--- src/design/first_fit_contiguous_allocator_defines.svh ---
// Assertion macros used by the allocator control block.
// Define ASSERT_OFF to compile every assertion away.
`ifndef FIRST_FIT_CONTIGUOUS_ALLOCATOR_DEFINES_SVH
`define FIRST_FIT_CONTIGUOUS_ALLOCATOR_DEFINES_SVH

`ifndef ASSERT_OFF

// prop must hold at every rising edge outside reset
`define FFCA_ASSERT(lbl, clk, rstn, prop, msg) \
    lbl: assert property (@(posedge clk) disable iff (!rstn) prop) else $error(msg);

// expr must never be true at a rising edge outside reset
`define FFCA_NEVER(lbl, clk, rstn, expr, msg) \
    lbl: assert property (@(posedge clk) disable iff (!rstn) !(expr)) else $error(msg);

`else

`define FFCA_ASSERT(lbl, clk, rstn, prop, msg)
`define FFCA_NEVER(lbl, clk, rstn, expr, msg)

`endif

`endif

--- src/design/ffca_pkg.sv ---
`timescale 1ns / 1ps
`default_nettype none

package ffca_pkg;

    // slot map geometry
    localparam int SLOTS      = 1024;
    localparam int SLOT_W     = $clog2(SLOTS);
    localparam int CNT_W      = SLOT_W + 1;
    localparam int RUN_W      = CNT_W + 1;
    localparam int CELL_SLOTS = 32;
    localparam int CELL_W     = $clog2(CELL_SLOTS);
    localparam int NCELLS     = SLOTS / CELL_SLOTS;
    localparam int REF_W      = 16;
    localparam int APB_W      = 32;
    localparam int ADDR_W     = 3;

    typedef logic [SLOT_W-1:0] slot_t;
    typedef logic [CNT_W-1:0]  cnt_t;
    typedef logic [RUN_W-1:0]  run_t;
    typedef logic [CELL_W-1:0] cidx_t;
    typedef logic [REF_W-1:0]  ref_t;

    // opcodes
    localparam logic OP_ALLOC   = 1'b0;
    localparam logic OP_RELEASE = 1'b1;

    // register index (taken from paddr[2])
    localparam logic REG_ACTIVE = 1'b0;

    localparam cnt_t ACTIVE_RESET = cnt_t'(SLOTS);

    // search token handed from cell to cell
    typedef struct packed {
        logic  valid;
        logic  found;
        cnt_t  run;
        slot_t start;
    } tok_t;

    // range command broadcast to all cells
    typedef struct packed {
        logic  valid;
        logic  set_free;
        slot_t lo;
        slot_t hi;
    } cmd_t;

endpackage

`default_nettype wire

--- src/design/ffca_ctrl.sv ---
`timescale 1ns / 1ps
`default_nettype none

`include "first_fit_contiguous_allocator_defines.svh"

module ffca_ctrl (
    input  wire logic            clk,
    input  wire logic            rst_n,
    input  wire logic            start,
    input  wire logic            opcode,
    input  wire ffca_pkg::cnt_t  run_length,
    input  wire ffca_pkg::slot_t range_first,
    input  wire ffca_pkg::slot_t range_last,
    input  wire ffca_pkg::cnt_t  act,
    input  wire ffca_pkg::tok_t  last_tok,
    output logic                 busy,
    output ffca_pkg::tok_t       tok_launch,
    output ffca_pkg::cmd_t       cmd,
    output ffca_pkg::cnt_t       len,
    output logic                 done,
    output logic                 granted,
    output ffca_pkg::slot_t      grant_start,
    output ffca_pkg::ref_t       refusals
);
    import ffca_pkg::*;

    typedef enum logic [1:0] {
        ST_IDLE,
        ST_SEARCH,
        ST_APPLY
    } state_t;

    state_t state_reg, state_next;
    cnt_t   len_reg, len_next;
    tok_t   tok_reg, tok_next;
    cmd_t   cmd_reg, cmd_next;
    logic   done_reg, done_next;
    logic   granted_reg, granted_next;
    slot_t  start_reg, start_next;
    ref_t   refusal_reg, refusal_next;

    slot_t  rel_last;
    logic   rel_ok;
    logic   alloc_ok;
    ref_t   refusal_inc;

    // release range clipped to the active slots
    always_comb
    begin
        cnt_t act_m1;
        act_m1   = act - cnt_t'(1);
        rel_last = (cnt_t'(range_last) >= act) ? act_m1[SLOT_W-1:0] : range_last;
        rel_ok   = (act != '0) && (range_first <= rel_last);
        alloc_ok = (run_length != '0) && (run_length <= act);
    end

    assign refusal_inc = (refusal_reg == '1) ? refusal_reg : refusal_reg + ref_t'(1);

    // next state
    always_comb
    begin
        state_next     = state_reg;
        len_next       = len_reg;
        tok_next       = tok_reg;
        tok_next.valid = 1'b0;
        cmd_next       = cmd_reg;
        cmd_next.valid = 1'b0;
        done_next      = 1'b0;
        granted_next   = granted_reg;
        start_next     = start_reg;
        refusal_next   = refusal_reg;

        unique case (state_reg)
            ST_IDLE:
            begin
                if (start)
                begin
                    if (opcode == OP_RELEASE)
                    begin
                        cmd_next.valid    = rel_ok;
                        cmd_next.set_free = 1'b1;
                        cmd_next.lo       = range_first;
                        cmd_next.hi       = rel_last;
                        granted_next      = 1'b0;
                        start_next        = '0;
                        state_next        = ST_APPLY;
                    end
                    else if (alloc_ok)
                    begin
                        len_next       = run_length;
                        tok_next.valid = 1'b1;
                        tok_next.found = 1'b0;
                        tok_next.run   = '0;
                        tok_next.start = '0;
                        state_next     = ST_SEARCH;
                    end
                    else
                    begin
                        done_next    = 1'b1;
                        granted_next = 1'b0;
                        start_next   = '0;
                        refusal_next = refusal_inc;
                    end
                end
            end

            ST_SEARCH:
            begin
                if (last_tok.valid)
                begin
                    if (last_tok.found)
                    begin
                        cmd_next.valid    = 1'b1;
                        cmd_next.set_free = 1'b0;
                        cmd_next.lo       = last_tok.start;
                        cmd_next.hi       = last_tok.start + len_reg[SLOT_W-1:0]
                                            - slot_t'(1);
                        granted_next      = 1'b1;
                        start_next        = last_tok.start;
                        state_next        = ST_APPLY;
                    end
                    else
                    begin
                        done_next    = 1'b1;
                        granted_next = 1'b0;
                        start_next   = '0;
                        refusal_next = refusal_inc;
                        state_next   = ST_IDLE;
                    end
                end
            end

            ST_APPLY:
            begin
                done_next  = 1'b1;
                state_next = ST_IDLE;
            end

            default:
            begin
                state_next = ST_IDLE;
            end
        endcase
    end

    // state and registered outputs
    always_ff @(posedge clk or negedge rst_n)
    begin
        if (!rst_n)
        begin
            state_reg   <= ST_IDLE;
            len_reg     <= '0;
            tok_reg     <= '0;
            cmd_reg     <= '0;
            done_reg    <= 1'b0;
            granted_reg <= 1'b0;
            start_reg   <= '0;
            refusal_reg <= '0;
        end
        else
        begin
            state_reg   <= state_next;
            len_reg     <= len_next;
            tok_reg     <= tok_next;
            cmd_reg     <= cmd_next;
            done_reg    <= done_next;
            granted_reg <= granted_next;
            start_reg   <= start_next;
            refusal_reg <= refusal_next;
        end
    end

    assign busy        = (state_reg != ST_IDLE);
    assign tok_launch  = tok_reg;
    assign cmd         = cmd_reg;
    assign len         = len_reg;
    assign done        = done_reg;
    assign granted     = granted_reg;
    assign grant_start = start_reg;
    assign refusals    = refusal_reg;

    // a launched token comes out of the last cell after passing every cell register
    `FFCA_ASSERT(a_tok_return, clk, rst_n, tok_reg.valid |-> ##NCELLS last_tok.valid, "token lost in chain")
    // map commands only issue from the apply step
    `FFCA_NEVER(a_cmd_state, clk, rst_n, cmd_reg.valid && (state_reg != ST_APPLY), "stray map command")
    // a word without a grant carries start zero
    `FFCA_ASSERT(a_nogrant_start, clk, rst_n, (done_reg && !granted_reg) |-> (start_reg == '0), "start without grant")
    // refusal count only steps up by one
    `FFCA_ASSERT(a_ref_step, clk, rst_n, (refusal_reg != $past(refusal_reg)) |-> (refusal_reg == $past(refusal_reg) + ref_t'(1)), "refusal count jump")

endmodule

`default_nettype wire

--- config.mk ---
export PLATFORM = sky130hd
export DESIGN_NAME = ffca_ctrl
export DESIGN_NICKNAME = d
export VERILOG_FILES = /design/src/design/ffca_pkg.sv /design/src/design/ffca_ctrl.sv
export VERILOG_INCLUDE_DIRS = /design/src /design/src/design
export SDC_FILE = /design/constraint.sdc
export NUM_CORES = 1
export LEC_CHECK = 0
export ABC_CLOCK_PERIOD_IN_PS = 3300
export BUFFER_PORTS_ARGS = -buffer_cell sky130_fd_sc_hd__buf_2
export CAP_MARGIN = 20
export CELL_PAD_IN_SITES_DETAIL_PLACEMENT = 1
export CELL_PAD_IN_SITES_GLOBAL_PLACEMENT = 2
export CORE_MARGIN = 4
export CORE_UTILIZATION = 30
export DETAILED_ROUTE_END_ITERATION = 7
export GPL_TIMING_DRIVEN = 1
export PLACE_DENSITY = 0.87
export SYNTH_ARGS = -nofsm -noshare
export SYNTH_HDL_FRONTEND = slang
export SYNTH_SLANG_ARGS = --single-unit
--- constraint.sdc ---
create_clock -name clk -period 3.3 [get_ports clk]
set_input_delay 0.825 -clock clk [delete_from_list [all_inputs] [get_ports clk]]
set_output_delay 0.825 -clock clk [all_outputs]
set_load 0.02 [all_outputs]
# Yosys cells after proc, flatten, opt, wreduce, memory -nomap -nowiden
# Cells that the tools add are included.
# classes
div,0
n_eq_ne,12
mux,41
n_shift,0
n_reduce_logical,12
multipliers,0
order_cmp,3
bitwise_logic,1
n_addsub,4
# ops
operator,n
$mux W16,6
$mux W23,4
$mux W22,4
$mux W10,6
$pmux W22 S2,1
$pmux W16 S2,1
$reduce_bool A11 Y1,2
$pmux W10 S2,1
$sub A10 B1 Y10 const B,2
$add A16 B1 Y16 const B,1
$eq A16 B16 Y1 const B,1
$ne A2 B2 Y1 const B,7
$ge A10 B11 Y1,1
$le A11 B11 Y1,1
$add A10 B10 Y10,1
$le A10 B10 Y1,1
$mux W1,10
$mux W2,5
$reduce_and A4 Y1,2
$ne A3 B3 Y1 const B,2
$reduce_and A6 Y1,1
$reduce_and A5 Y1,1
$pmux W2 S2,1
$reduce_bool A2 Y1,2
8 further kinds,9
# word_totals
input_bits,69
reg_bits,64
mem_count,0
ram_bits,0
output_inout_bits,85
latchBits,0
word_cells,84
romBits,0

# Longest topological paths before layout
# depth
depth_word,7
mapped_depth,15

# Worst setup path before layout
# Ideal clock, no wire load.
# synth_path
path_type,input port to flip-flop
start,in act[7]
end,"reg cmd_reg, in the netlist cmd[21]"
arrival_time_ns,3.109
setup_time_ns,0.083
path_slack_ns,0.109
path_buffers,1
path_stages,15
cell_sequence,inv_1 > ha_1 > a21o_1 > a21o_1 > a21oi_1 > o22ai_1 > buf_2 > mux2i_1 > ha_1 > nor2b_1 > o21a_1 > o21a_1 > o211ai_1 > a211oi_1 > o21ai_0
# synth_lines
item,line,text
start: declaration,ffca_ctrl.sv:14,"input wire ffca_pkg::cnt_t act,"
end signal: assignment,ffca_ctrl.sv:165,cmd_reg <= cmd_next;
end: declaration,ffca_ctrl.sv:36,"cmd_t cmd_reg, cmd_next;"

==> impl_metrics.py <==
metrics = {
    "cells_and_area": {
        "nets": 762,
        "n_antenna_cell": 0,
        "fillers": 1755,
        "largest_register_ff_count": 22,
        "post-route-cell-area_mm2": 0.00597,
        "drive_gt1_frac": 0.321,
        "syn2layout_area_growth_pct": 32.0,
    },
    "clock_tree": {
        "clock_sinks": 64,
        "cts_max_level": 3,
        "cts_setup_buffers": 0,
        "clk_pin_slew_ps": 50,
        "hold_buffers": 0,
        "clock_path_buffers": 2,
        "numCtsBuffers": 9,
        "clockRootBuffer": "clkbuf_16",
        "clk_latency_ps": 340,
        "cts_tree": "done",
    },
    "placement": {
        "pre_cts_ws_ps": -359,
        "gp_congestion": 0.828,
        "placed_cell_area_mm2": 0.00556,
        "dp_hpwl_mm": 11.9,
        "port_buffers": 120,
    },
    "sta": {
        "finalCritPeriodShare": 0.956,
        "finalCriticalPeriod_ps": 3160,
        "drv_slew": 0,
        "maxSlewHeadroom": 0.456,
        "fin_skew_ps": 7.85,
        "tightest_slew_ps": 816,
        "hold-worst-slack_ps": 491,
        "final-setup-viol-count": 0,
        "hold_viol": 0,
        "setup_tns_ps": 0,
        "setup_slack_ps": 144,
        "clock.fmax_ghz": 0.317,
    },
    "routing": {
        "vias": 4153,
        "viasPerCell": 5.00,
        "wl_per_cell_um": 17.5,
        "drtIter0Drc": 151,
        "routed_wirelength_mm": 14.6,
        "drt_drc_violations_left": 0,
        "first_pass_iters": 4,
        "drtAntennaViolNets": 0,
    },
    "critical_path": {
        "r2r_setup_slack_ps": 680,
        "worstPathMaxFanout": 8,
        "path_cells": "buf_2 -> inv_1 -> ha_1 -> a21o_1 -> a21o_1 -> a21oi_2 -> o22ai_2 -> buf_6 -> buf_4 -> mux2i_2 -> ha_1 -> nand4_1 -> o32ai_2 -> o211ai_1 -> o21ai_1",
        "crit_path_start_kind": "input port",
        "critPathArrivalTime_ps": 3410,
        "timing.rr.end": "cmd[9]",
        "cp_slowest_stage_delay_ps": 340,
        "critPathBufInv": 4,
        "cp.required_ps": 3560,
        "critical_path_class": "in -> reg",
        "reg2reg_depth": 11,
        "endpoint_kind": "flop",
        "critical-path-slowest-cell": "o32ai_2",
        "cpLargestDelayFamily": "compound AO/OA/AOI/OAI gates",
        "reg2reg_from": "len[1]",
    },
    "power": {
        "power_density_mw_per_mm2": 630,
        "ir_drop_mv": 0.201,
        "total_power_mw": 3.76,
        "power_leakage_nw": 3.22,
    },
    "hold_path": {
        "hold_path_end": "cmd[5]",
        "min_path_cells": 2,
        "worstHoldPathType": "reg -> reg",
        "hold_path.startpoint": "cmd[5]",
    },
    "logic_synthesis": {
        "ys_seq_area_frac": 0.354,
        "synth_area_mm2": 0.00452,
        "syn_area_per_cell_um2": 9.42,
        "synth_ff_type": "dfrtp_1",
        "synth_compound_area_frac": 0.156,
        "synth_top_family_by_area": "compound AO/OA/AOI/OAI gates",
        "ys_warn_count": 0,
        "ys_ff_latch": 64,
        "synth-simple-area-share": 0.114,
        "muxShareOfSynthArea": 0.0606,
        "synth-async-reset-ratio": 1.00,
        "synthCells": 480,
        "ys_types": 54,
        "synthTopCellsByArea": "dfrtp_1 35%, ha_1 14%, inv_1 6.5%, buf_4 3.7%, xor2_1 3.1%",
        "synth_edf_count": 0,
        "yosysTopAreaCellShare": 0.354,
        "synth_xor_area_frac": 0.0562,
        "synth_fa_ha_area_frac": 0.143,
        "yosysTopAreaCell": "dfrtp_1",
    },
    "floorplan": {
        "die_area_mm2": 0.0171,
        "die_h_um": 131,
        "coreArea_mm2": 0.0146,
        "row_count": 44,
        "start_util": 0.309,
        "die_w_um": 131,
        "io_pins": 154,
    },
    "grt": {
        "grt_usage": 0.170,
        "met2_usage": 0.292,
        "grt_pass1_vias": 4445,
        "grt_max_degree": 35,
        "antenna_found_initial": 1,
        "overflow": 0,
        "grt-busiest-layer": "met2",
        "met3_usage": 0.0244,
        "grt_use_met1": 0.216,
        "grt_pass1_wl_mm": 22.7,
    },
    "flow_run": {
        "drv_cap": 0,
    },
    "outcome": {
        "status": "completed",
    },
}
-- worst max-delay path by stage --
stage / startpoint / to / slack [ps] / cells past startpoint
5_1_grt: act[7] / cmd[21] / -20 / 15
4_1_cts: range_last[0] / cmd[21] / 10 / 16
6_report: act[7] / cmd[21] / 140 / 15
2_1_floorplan: act[7] / cmd[21] / 110 / 15
3_5_place_dp: range_last[0] / cmd[21] / -360 / 15
3_3_place_gp: range_last[0] / cmd[21] / -340 / 16
-- worst reg2reg max path: cells and delay by family (launching register included) --
| family | cells | cell delay, ps |
|---|---|---|
| AOI/OAI and AO/OA | 5 | 940 |
| adders and majority gates | 3 | 900 |
| buffers and inverters | 2 | 100 |
| DFF | 1 | 370 |
| muxes | 1 | 170 |
-- final cells by class --
class	instances	area (um2)	area share
Multi-Input combinational cell	323	2560	0.429
Sequential cell	64	1600	0.268
Timing Repair Buffer	166	962	0.161
Inverter	78	293	0.0491
Tap cell	184	230	0.0386
Clock buffer	9	225	0.0377
Clock inverter	7	96.3	0.0161
-- Yosys cell counts, drive strengths merged, types with 6 or more instances --
cell type,number
a222oi,10
a21oi,14
nor3,13
mux2,11
xor2,16
xnor2,13
a22oi,16
inv,78
nand2,18
a211oi,6
nand4,10
dfrtp,64
o21ai,24
mux2i,12
nor2,18
buf,25
ha,50
nand3,11
clkbuf,11
o21a,6
-- power by group --
| part | switching (mW) | internal [mW] | leakage, nW |
|---|---|---|---|
| Clock | 0.371 | 0.662 | 0.159 |
| Combinational | 0.925 | 0.648 | 2.25 |
| Sequential | 0.172 | 0.983 | 0.816 |
-- stage by stage --
step           utilization  cells
3_3_place_gp         0.380    815
4_1_cts              0.402    831
6_report             0.407    831
5_1_grt              0.407    831
3_5_place_dp         0.380    815
2_1_floorplan            -    501
-- routing by layer --
metal	vias up	part of all wire
met3	19	0.059
met2	106	0.49
met1	2061	0.43
met5	-	0.00048
met4	2	0.018
li1	1965	-
-- placed cells by master, fill, tap and decap left out, types with 11 or more instances in the layout --
cell type  Yosys  routed
xor2_1        16      16
ha_1          50      49
o21ai_0       23      22
inv_1         78      78
a21oi_1       13      12
dfrtp_1       64      64
buf_2          2     120
conb_1         1      22
buf_4         22      44
nor2_1        18      18
nand3_1       11      11
xnor2_1       13      13
nand2_1       18      18
nor3_1        13      13
a22oi_1       16      16
-- kinds of logic after synthesis --
group                      count (synthesis)
and+or+nand+nor                           98
muxes                                     23
adders and majority gates                 51
other                                      1
buffers and inverters                    114
DFF                                       64
xor gates and xnor gates                  29
AOI/OAI and AO/OA                        100
-- what timing repair did --
item,in CTS,in global routing
setup endpoints to repair,1,1
gates resized for setup,1,14
pin swaps,0,7
Power figures use the tool's default switching activity.
