<file path="src/design/first_fit_contiguous_allocator_defines.svh">
// Assertion macros used by the allocator control block.
// Define ASSERT_OFF to compile every assertion away.
`ifndef FIRST_FIT_CONTIGUOUS_ALLOCATOR_DEFINES_SVH
`define FIRST_FIT_CONTIGUOUS_ALLOCATOR_DEFINES_SVH

`ifndef ASSERT_OFF

// prop must hold at every rising edge outside reset
`define FFCA_ASSERT(lbl, clk, rstn, prop, msg) \
    lbl: assert property (@(posedge clk) disable iff (!rstn) prop) else $error(msg);

// expr must never be true at a rising edge outside reset
`define FFCA_NEVER(lbl, clk, rstn, expr, msg) \
    lbl: assert property (@(posedge clk) disable iff (!rstn) !(expr)) else $error(msg);

`else

`define FFCA_ASSERT(lbl, clk, rstn, prop, msg)
`define FFCA_NEVER(lbl, clk, rstn, expr, msg)

`endif

`endif

</file>
<file path="src/design/ffca_pkg.sv">
`timescale 1ns / 1ps
`default_nettype none

package ffca_pkg;

    // slot map geometry
    localparam int SLOTS      = 1024;
    localparam int SLOT_W     = $clog2(SLOTS);
    localparam int CNT_W      = SLOT_W + 1;
    localparam int RUN_W      = CNT_W + 1;
    localparam int CELL_SLOTS = 32;
    localparam int CELL_W     = $clog2(CELL_SLOTS);
    localparam int NCELLS     = SLOTS / CELL_SLOTS;
    localparam int REF_W      = 16;
    localparam int APB_W      = 32;
    localparam int ADDR_W     = 3;

    typedef logic [SLOT_W-1:0] slot_t;
    typedef logic [CNT_W-1:0]  cnt_t;
    typedef logic [RUN_W-1:0]  run_t;
    typedef logic [CELL_W-1:0] cidx_t;
    typedef logic [REF_W-1:0]  ref_t;

    // opcodes
    localparam logic OP_ALLOC   = 1'b0;
    localparam logic OP_RELEASE = 1'b1;

    // register index (taken from paddr[2])
    localparam logic REG_ACTIVE = 1'b0;

    localparam cnt_t ACTIVE_RESET = cnt_t'(SLOTS);

    // search token handed from cell to cell
    typedef struct packed {
        logic  valid;
        logic  found;
        cnt_t  run;
        slot_t start;
    } tok_t;

    // range command broadcast to all cells
    typedef struct packed {
        logic  valid;
        logic  set_free;
        slot_t lo;
        slot_t hi;
    } cmd_t;

endpackage

`default_nettype wire

</file>
<file path="src/design/ffca_cell.sv">
`timescale 1ns / 1ps
`default_nettype none

module ffca_cell (
    input  wire logic            clk,
    input  wire logic            rst_n,
    input  wire ffca_pkg::slot_t base,
    input  wire ffca_pkg::cnt_t  act,
    input  wire ffca_pkg::cnt_t  len,
    input  wire ffca_pkg::cmd_t  cmd,
    input  wire ffca_pkg::tok_t  tok_in,
    output ffca_pkg::tok_t       tok_out
);
    import ffca_pkg::*;

    logic [CELL_SLOTS-1:0] free_reg;
    logic [CELL_SLOTS-1:0] free_next;
    tok_t                  tok_reg;
    tok_t                  tok_next;

    logic [CELL_SLOTS-1:0] avail;
    logic [CELL_SLOTS-1:0] hit;
    run_t                  run_arr [CELL_SLOTS];
    cidx_t                 hit_idx;
    logic                  any_hit;

    // free and inside the active range
    always_comb
    begin
        for (int j = 0; j < CELL_SLOTS; j++)
        begin
            avail[j] = free_reg[j] & ((cnt_t'(base) + cnt_t'(j)) < act);
        end
    end

    // length of the free run ending at each slot, counting the run carried in
    always_comb
    begin
        logic  allf;
        cidx_t z;
        allf = 1'b1;
        z    = '0;
        for (int j = 0; j < CELL_SLOTS; j++)
        begin
            allf = 1'b1;
            z    = '0;
            for (int k = 0; k <= j; k++)
            begin
                if (!avail[k])
                begin
                    allf = 1'b0;
                    z    = cidx_t'(k);
                end
            end
            if (allf)
                run_arr[j] = run_t'(tok_in.run) + run_t'(j + 1);
            else
                run_arr[j] = run_t'(j) - run_t'(z);
            hit[j] = (run_arr[j] >= run_t'(len));
        end
    end

    // lowest slot where a long enough run ends
    always_comb
    begin
        hit_idx = '0;
        for (int j = CELL_SLOTS - 1; j >= 0; j--)
        begin
            if (hit[j])
                hit_idx = cidx_t'(j);
        end
        any_hit = |hit;
    end

    // token update
    always_comb
    begin
        tok_next       = tok_in;
        tok_next.valid = tok_in.valid;
        if (tok_in.valid && !tok_in.found)
        begin
            if (any_hit)
            begin
                tok_next.found = 1'b1;
                tok_next.start = slot_t'(run_t'(base) + run_t'(hit_idx) + run_t'(1)
                                         - run_t'(len));
            end
            else
            begin
                tok_next.run = cnt_t'(run_arr[CELL_SLOTS-1]);
            end
        end
    end

    // range set or clear of this cell's slots
    always_comb
    begin
        slot_t idx;
        idx       = '0;
        free_next = free_reg;
        if (cmd.valid)
        begin
            for (int j = 0; j < CELL_SLOTS; j++)
            begin
                idx = base + slot_t'(j);
                if (idx >= cmd.lo && idx <= cmd.hi)
                    free_next[j] = cmd.set_free;
            end
        end
    end

    always_ff @(posedge clk or negedge rst_n)
    begin
        if (!rst_n)
        begin
            free_reg <= '1;
            tok_reg  <= '0;
        end
        else
        begin
            free_reg <= free_next;
            tok_reg  <= tok_next;
        end
    end

    assign tok_out = tok_reg;

endmodule

`default_nettype wire

</file>
<file path="config.mk">
export PLATFORM = sky130hd
export DESIGN_NAME = ffca_cell
export DESIGN_NICKNAME = d
export VERILOG_FILES = /design/src/design/first_fit_contiguous_allocator_defines.svh /design/src/design/ffca_pkg.sv /design/src/design/ffca_cell.sv
export SDC_FILE = /design/constraint.sdc
export NUM_CORES = 2
export LEC_CHECK = 0
export BUFFER_PORTS_ARGS = -buffer_cell sky130_fd_sc_hd__buf_2
export CORE_UTILIZATION = 65
export DETAILED_ROUTE_END_ITERATION = 8
export PLACE_DENSITY_LB_ADDON = 0.25
export SETUP_SLACK_MARGIN = 0.02
export SLEW_MARGIN = 20
export SYNTH_ARGS = -nofsm -noshare
export SYNTH_HDL_FRONTEND = slang
export SYNTH_SLANG_ARGS = --single-unit
</file>
<file path="constraint.sdc">
create_clock -name clk -period 8.7 [get_ports clk]
set_input_delay 1.74 -clock clk [delete_from_list [all_inputs] [get_ports clk]]
set_output_delay 1.74 -clock clk [all_outputs]
set_load 0.03 [all_outputs]
</file>
==> results.txt, run 1 <==
- Clock tree root buffer cell: sky130_fd_sc_hd__clkbuf_16
- Overflow left after global routing: 16
- Counting every sink on the clock net gives 55.
* Async set-reset flop share out of synthesis: 100%
- The cell count after synthesis came out at about 4800.
- At the end of routability-driven placement, the weighted congestion stood at 1.14.
- The first global-routing pass estimated 329000 um of wire.
- From left edge to right edge, the die measures 240 um.
* Post-synthesis cell type count: 89
* Top flip-flop cell by instance count after synthesis: sky130_fd_sc_hd__dfstp_2
- Top area cells in the synthesized netlist: sky130_fd_sc_hd__ha_1 (38%), sky130_fd_sc_hd__xnor2_1 (5.6%), sky130_fd_sc_hd__a21oi_1 (5.4%)
- Die Y: 240 um
- Area of the mapped netlist: 0.0367 mm^2
- Buffers on Ports: about 100
- Vias in the first global route: 51704
- Syn Nets: 5968
- Of the post-synthesis cell area, the dominant cell type holds around two fifths.
- Register area share after synthesis: under 10%
- Counting along the longest clock path gives a buffer depth of 2.
- Tool error message: [ERROR GRT-0116] Global routing finished with congestion. Check the congestion regions in the DRC Viewer.
- The flow did not finish.
* Pin count of the biggest net entering global routing: 56
- Yosys mapped a number of flops with a built-in enable equal to 0.
* Placement Rows: 86
- Yosys printed 0 warnings.
- Per-instance average area after synthesis: 7.71 um^2
* Halt Stage: global routing (5_1_grt)
- For this configuration, the core starts out at a cell density of 66.2%.
- The number of placed instances, taps included, is 6552.
- For this design the top-level I/O count stands at 102.
- The H-tree was split into 2 levels.
* Post-detail-place hpwl: 136000 um
- Global routing consumed, over all layers together, 75.9% of the routing resources.
- Clock tree synthesis inserted a total of 5 buffers.
- Post-synthesis sequential element count: 55
- The largest total area in the synthesized netlist belongs to sky130_fd_sc_hd__ha_1.
- Hold Buf Count CTS: 0
==> Yosys cell counts, drive strengths merged (32+ instances only) <==
library cell / instances
nor3: 80
a21o: 232
a31oi: 42
o21ai: 276
nand3: 95
a211oi: 34
nor2b: 150
ha: 1127
o211ai: 33
xnor2: 234
o21a: 80
clkbuf: 116
xor2: 177
nand4: 65
a21oi: 394
buf: 32
nor2: 455
nand2: 339
dfstp: 32
inv: 171
nand2b: 131
mux2: 48
o221ai: 38
==> cell families after synthesis <==
group,synth area share [%]
DFF,3.86
AOI/OAI and AO/OA,23.1
and+or+nand+nor,19.3
muxes,1.88
xor gates and xnor gates,9.82
buffers and inverters,3.30
adders and majority gates,38.7
==> per-stage QoR <==
stage | cell area (um^2) | TNS [ps] | hold slack (ps) | worst slack, ps | util, %
floorplan | 37400 | -8040 | 472 | -1350 | -
global placement | 46600 | -22890 | 497 | -1980 | 84.0
detailed placement | 46600 | -27660 | 515 | -2260 | 84.0
CTS | 49000 | -6980 | 532 | -1090 | 88.5
==> layer usage <==
metal	track usage [%]	GRT overflow
met3	58.2	0
met4	75.3	10
met5	30.4	0
met2	93.1	6
met1	76.7	0
==> repair_timing <==
action | in CTS
resized for setup | 336
pin swaps | 188
endpoints found under the setup margin | 22
setup buffers | 128
==> run 2, diff against run 1 <==
--- a/config.mk
+++ b/config.mk
@@ -6,10 +6,9 @@
 export NUM_CORES = 2
 export LEC_CHECK = 0
 export BUFFER_PORTS_ARGS = -buffer_cell sky130_fd_sc_hd__buf_2
-export CORE_UTILIZATION = 65
+export CORE_UTILIZATION = 40
 export DETAILED_ROUTE_END_ITERATION = 8
-export PLACE_DENSITY_LB_ADDON = 0.25
-export SETUP_SLACK_MARGIN = 0.02
+export PLACE_DENSITY_LB_ADDON = 0.15
 export SLEW_MARGIN = 20
 export SYNTH_ARGS = -nofsm -noshare
 export SYNTH_HDL_FRONTEND = slang
==> run 2 against run 1 <==
Compared with the run above: the flow now finishes, with violations (setup timing); synthesized cell count unchanged; area after synthesis unchanged.
==> results.txt, run 2 <==
- Status: finished with violations (was did not finish).
- Violations in the final reports: setup timing
* Async set-reset flop share out of synthesis: 100% (unchanged)
* Per-instance average area after synthesis: 7.71 um^2 (unchanged)
- Drt wl/cell: 25.5 um
* # IOs: 102 (unchanged)
* Tightest Pin Transition: between 1000 and 1500 ps
* Highest achievable clock rate: 0.100 GHz
- At the worst endpoint, the arrival time is about 10000 ps.
- Post-synthesis cell type count: 89 (unchanged)
- The core region is 0.0904 mm^2.
* Die ar.: approximately 0.093 mm^2
- The placed standard-cell area came to 0.0476 mm^2 (was 0.0466 mm^2).
* Number of synthesized flops with an enable pin: 0 (unchanged)
- Hold timing on the final database bottoms out at a slack of 590 ps.
* TritonCTS clock tree: built
* Share of the clock period used by the worst path after layout: 115%
- Summing all flip-flop and latch instances after layout gives 0.00142 mm^2.
* Max_cap viols: 0
* Clock-pin slew of the registers on the worst-case setup and hold paths: 130 ps
- Top flip-flop cell by instance count after synthesis: sky130_fd_sc_hd__dfstp_2 (unchanged)
- Entering global routing, the biggest net connects 43 pins.
- Fill cells in the final layout number ~8700.
* Clock Latency Late Sink: between 300 and 400 ps
* Top area cells in the synthesized netlist: sky130_fd_sc_hd__ha_1 (38%), sky130_fd_sc_hd__xnor2_1 (5.6%), sky130_fd_sc_hd__a21oi_1 (5.4%) (unchanged)
* Power per unit of standard cell area: around 140 mW/mm^2
* Max-Slew Margin vs Limit: between 20% and 30%
* Clock tree root buffer cell: sky130_fd_sc_hd__clkbuf_16 (unchanged)
- Along the worst path, the maximum fanout reaches 6.
- Final ANT Viol Nets: 0
* Shortest clock period the worst path allows after layout: around 10000 ps
- Slowest cell on the critical path: sky130_fd_sc_hd__a221o_1
* Die Y: 305 um (was 240 um)
- Yosys synthesis warning count: 0 (unchanged)
- The worst setup path is launched from a primary input.
- RSZ-0062 raised after global routing: yes
* Most numerous cell on the critical path: sky130_fd_sc_hd__a21oi_2
- Setup violations remaining at the end of the flow were counted as 22.
- Final count of pins violating max slew: 0
- Global routing finished with a remaining overflow of 0.
- Final hold violation count: 0
- The total of buffers placed on input and output ports came to 101 (unchanged).
* Number of design-rule violations left by the first detailed-router iteration: 3283
- In the final layout, the share of cells above drive strength 1 is 30.5%.
- Post-synthesis sequential element count: 55 (unchanged)
- Classification of the worst-slack hold path: reg2reg
- DRC viols: 0
- Vias per cell: between 5 and 6
- Layout net count: around 7200
- In this design, the stage delay of the slowest critical-path cell is about 360 ps.
- TritonCTS Buffers: 5 (unchanged)
- Wire length of the first global-routing pass: 265000 um
- The effective utilization at floorplan was 40.5% (was 66.2%).
- The critical path is of the in2reg type.
- The clock sink count came to 55 (unchanged).
- The most repeated cell in the gate-level netlist after synthesis was sky130_fd_sc_hd__ha_1 (unchanged).
* All-layer global routing usage: 38.0%
- Counting both buffers and inverters, the worst setup path holds a total of 5.
- Post-route core utilization: 55.9%
* Highest-count cells in the layout ignoring fill and taps: sky130_fd_sc_hd__buf_4 (1172), sky130_fd_sc_hd__ha_1 (1093), sky130_fd_sc_hd__nor2_1 (426), sky130_fd_sc_hd__a21oi_1 (343), sky130_fd_sc_hd__nand2_1 (317)
* Peak ir drop on the vdd network: approximately 0.14 mV
- Multi-input combinational cell area: 0.0362 mm^2
- The post-synthesis net count was 5968 (unchanged).
- Most area-hungry cell type in the Yosys netlist: sky130_fd_sc_hd__ha_1 (unchanged)
- Total leakage power: 25.7 nW
* Post-synth top cells: sky130_fd_sc_hd__ha_1 (1127), sky130_fd_sc_hd__nor2_1 (455), sky130_fd_sc_hd__a21oi_1 (394) (unchanged)
- The die width came to 305 um (was 240 um).
- Number of antenna violations at the first check in global routing: 1
- After routing the design area is between 0.05 and 0.06 mm^2.
- STA classifies the critical path endpoint as a flip-flop.
- The library cell used most frequently in the layout, excluding fill and tap cells, is sky130_fd_sc_hd__buf_4.
- Register area share after synthesis: 3.86% (unchanged)
* H-tree depth reported by CTS: 2 (unchanged)
- The standard-cell row count came to 110 (was 86).
- Post-detail-place hpwl: 143000 um (was 136000 um)
- Syn Inst Count: 4757 (unchanged)
- Setup_tns: -14290 ps
- Required time of the critical path: 8940 ps
- The pre-CTS setup slack is -2500 ps (was -2260 ps).
- From synthesis to final layout, the design area changed by 37.9%.
- Vias after detailed routing: 42138
- On the critical path the largest part of the delay comes from compound AO/OA/AOI/OAI gates.
- The register with the most flip-flops in the layout has 32 of them.
- Proportion of netlist area held by the largest area contributor: 38.5% (unchanged)
- The clock tree buffer depth came to 2 (unchanged).
- Final WS setup: -1280 ps
* Area of the mapped netlist: 0.0367 mm^2 (unchanged)
- Post-route clock skew: 36.6 ps
- Vias in the first global route: slightly above 40000
- The final estimated routing congestion in global placement is 1.05 (was 1.14).
- Total Routed Length: between 150000 and 200000 um
- First-pass iteration count of the detailed router: 7
[run 2: cell counts after synthesis]
No cell type changed its count.
[run 2: cell families (layout without fill, tap and decap cells)]
group	count (synthesis)	in the layout	share of synthesized area, %
AO/OA/AOI/OAI	1321	1321	23.1
buffers and inverters	320	1531	3.30
multiplexers	63	63	1.88
flip-flops	55	55	3.86
other	0	1	0
AND/OR/NAND/NOR	1455	1455	19.3
XOR/XNOR	411	411	9.82
adder cells (fa/ha/maj)	1132	1132	38.7
[run 2: worst register-to-register path, delay by kind of cell (launching register included)]
kind	cells	cell delay, ps
and+or+nand+nor	5	920
xor gates and xnor gates	1	80
DFF	1	550
buffers and inverters	5	560
adders and majority gates	3	900
AOI/OAI and AO/OA	27	4240
muxes	1	250
[run 2: timing repair]
action / in CTS / in global routing
gates cloned: 1 / 2
endpoints found under the setup margin: 22 / 22
setup buffers: 84 / 39
pin swaps: 135 / 126
gates resized for setup: 244 / 179
hold buffers: 0 / 0
[run 2: where the power goes]
group	leakage [nW]	internal, W	total (W)	switching, W
registers	0.604	0.000376	0.000420	0.0000439
logic	25.0	0.00291	0.00618	0.00327
clock network	0.0746	0.000111	0.000282	0.000171
[run 2: final cells by class]
cell class / count / share of cell area (%)
Tap cell: 1176 / 2.91
Timing Repair Buffer: 1351 / 21.0
Multi-Input combinational cell: 4382 / 71.6
Clock inverter: 3 / 0.0445
Inverter: 172 / 1.37
Clock buffer: 5 / 0.247
Antenna cell: 1 / 0.00495
Sequential cell: 55 / 2.80
[run 2: stage by stage]
stage / cells / power (W)
final: 7145 / 0.00688
after global routing: 7144 / 0.00739
after CTS: 7106 / 0.00652
after detailed placement: 7018 / 0.00587
after global placement: 7018 / 0.00580
after floorplan: 4757 / 0.00341
[run 2: worst paths after layout]
kind / from / endpoint / slack, ps / depth (start not counted)
hold / removal: free_reg[27] / free_reg[27] / 590 / 2
hold reg to reg: free_reg[27] / free_reg[27] / 590 / 2
max in group asynchronous: rst_n / tok_out[18] / 6330 / 2
setup / recovery: base[2] / tok_out[8] / -1280 / 50
setup reg to reg: free_reg[9] / tok_out[8] / 1090 / 42
min in group asynchronous: rst_n / free_reg[31] / 1510 / 1
[run 2: per-layer routing]
layer | vias up | global-route usage [%] | wire, um
li1 | 19945 | - | -
met1 | 19833 | 46.0 | 73500
met2 | 1787 | 63.7 | 82600
met3 | 571 | 3.59 | 11300
met4 | 2 | 25.7 | 14700
met5 | - | 0 | 13
No activity file was read; power rests on OpenSTA's default activity.
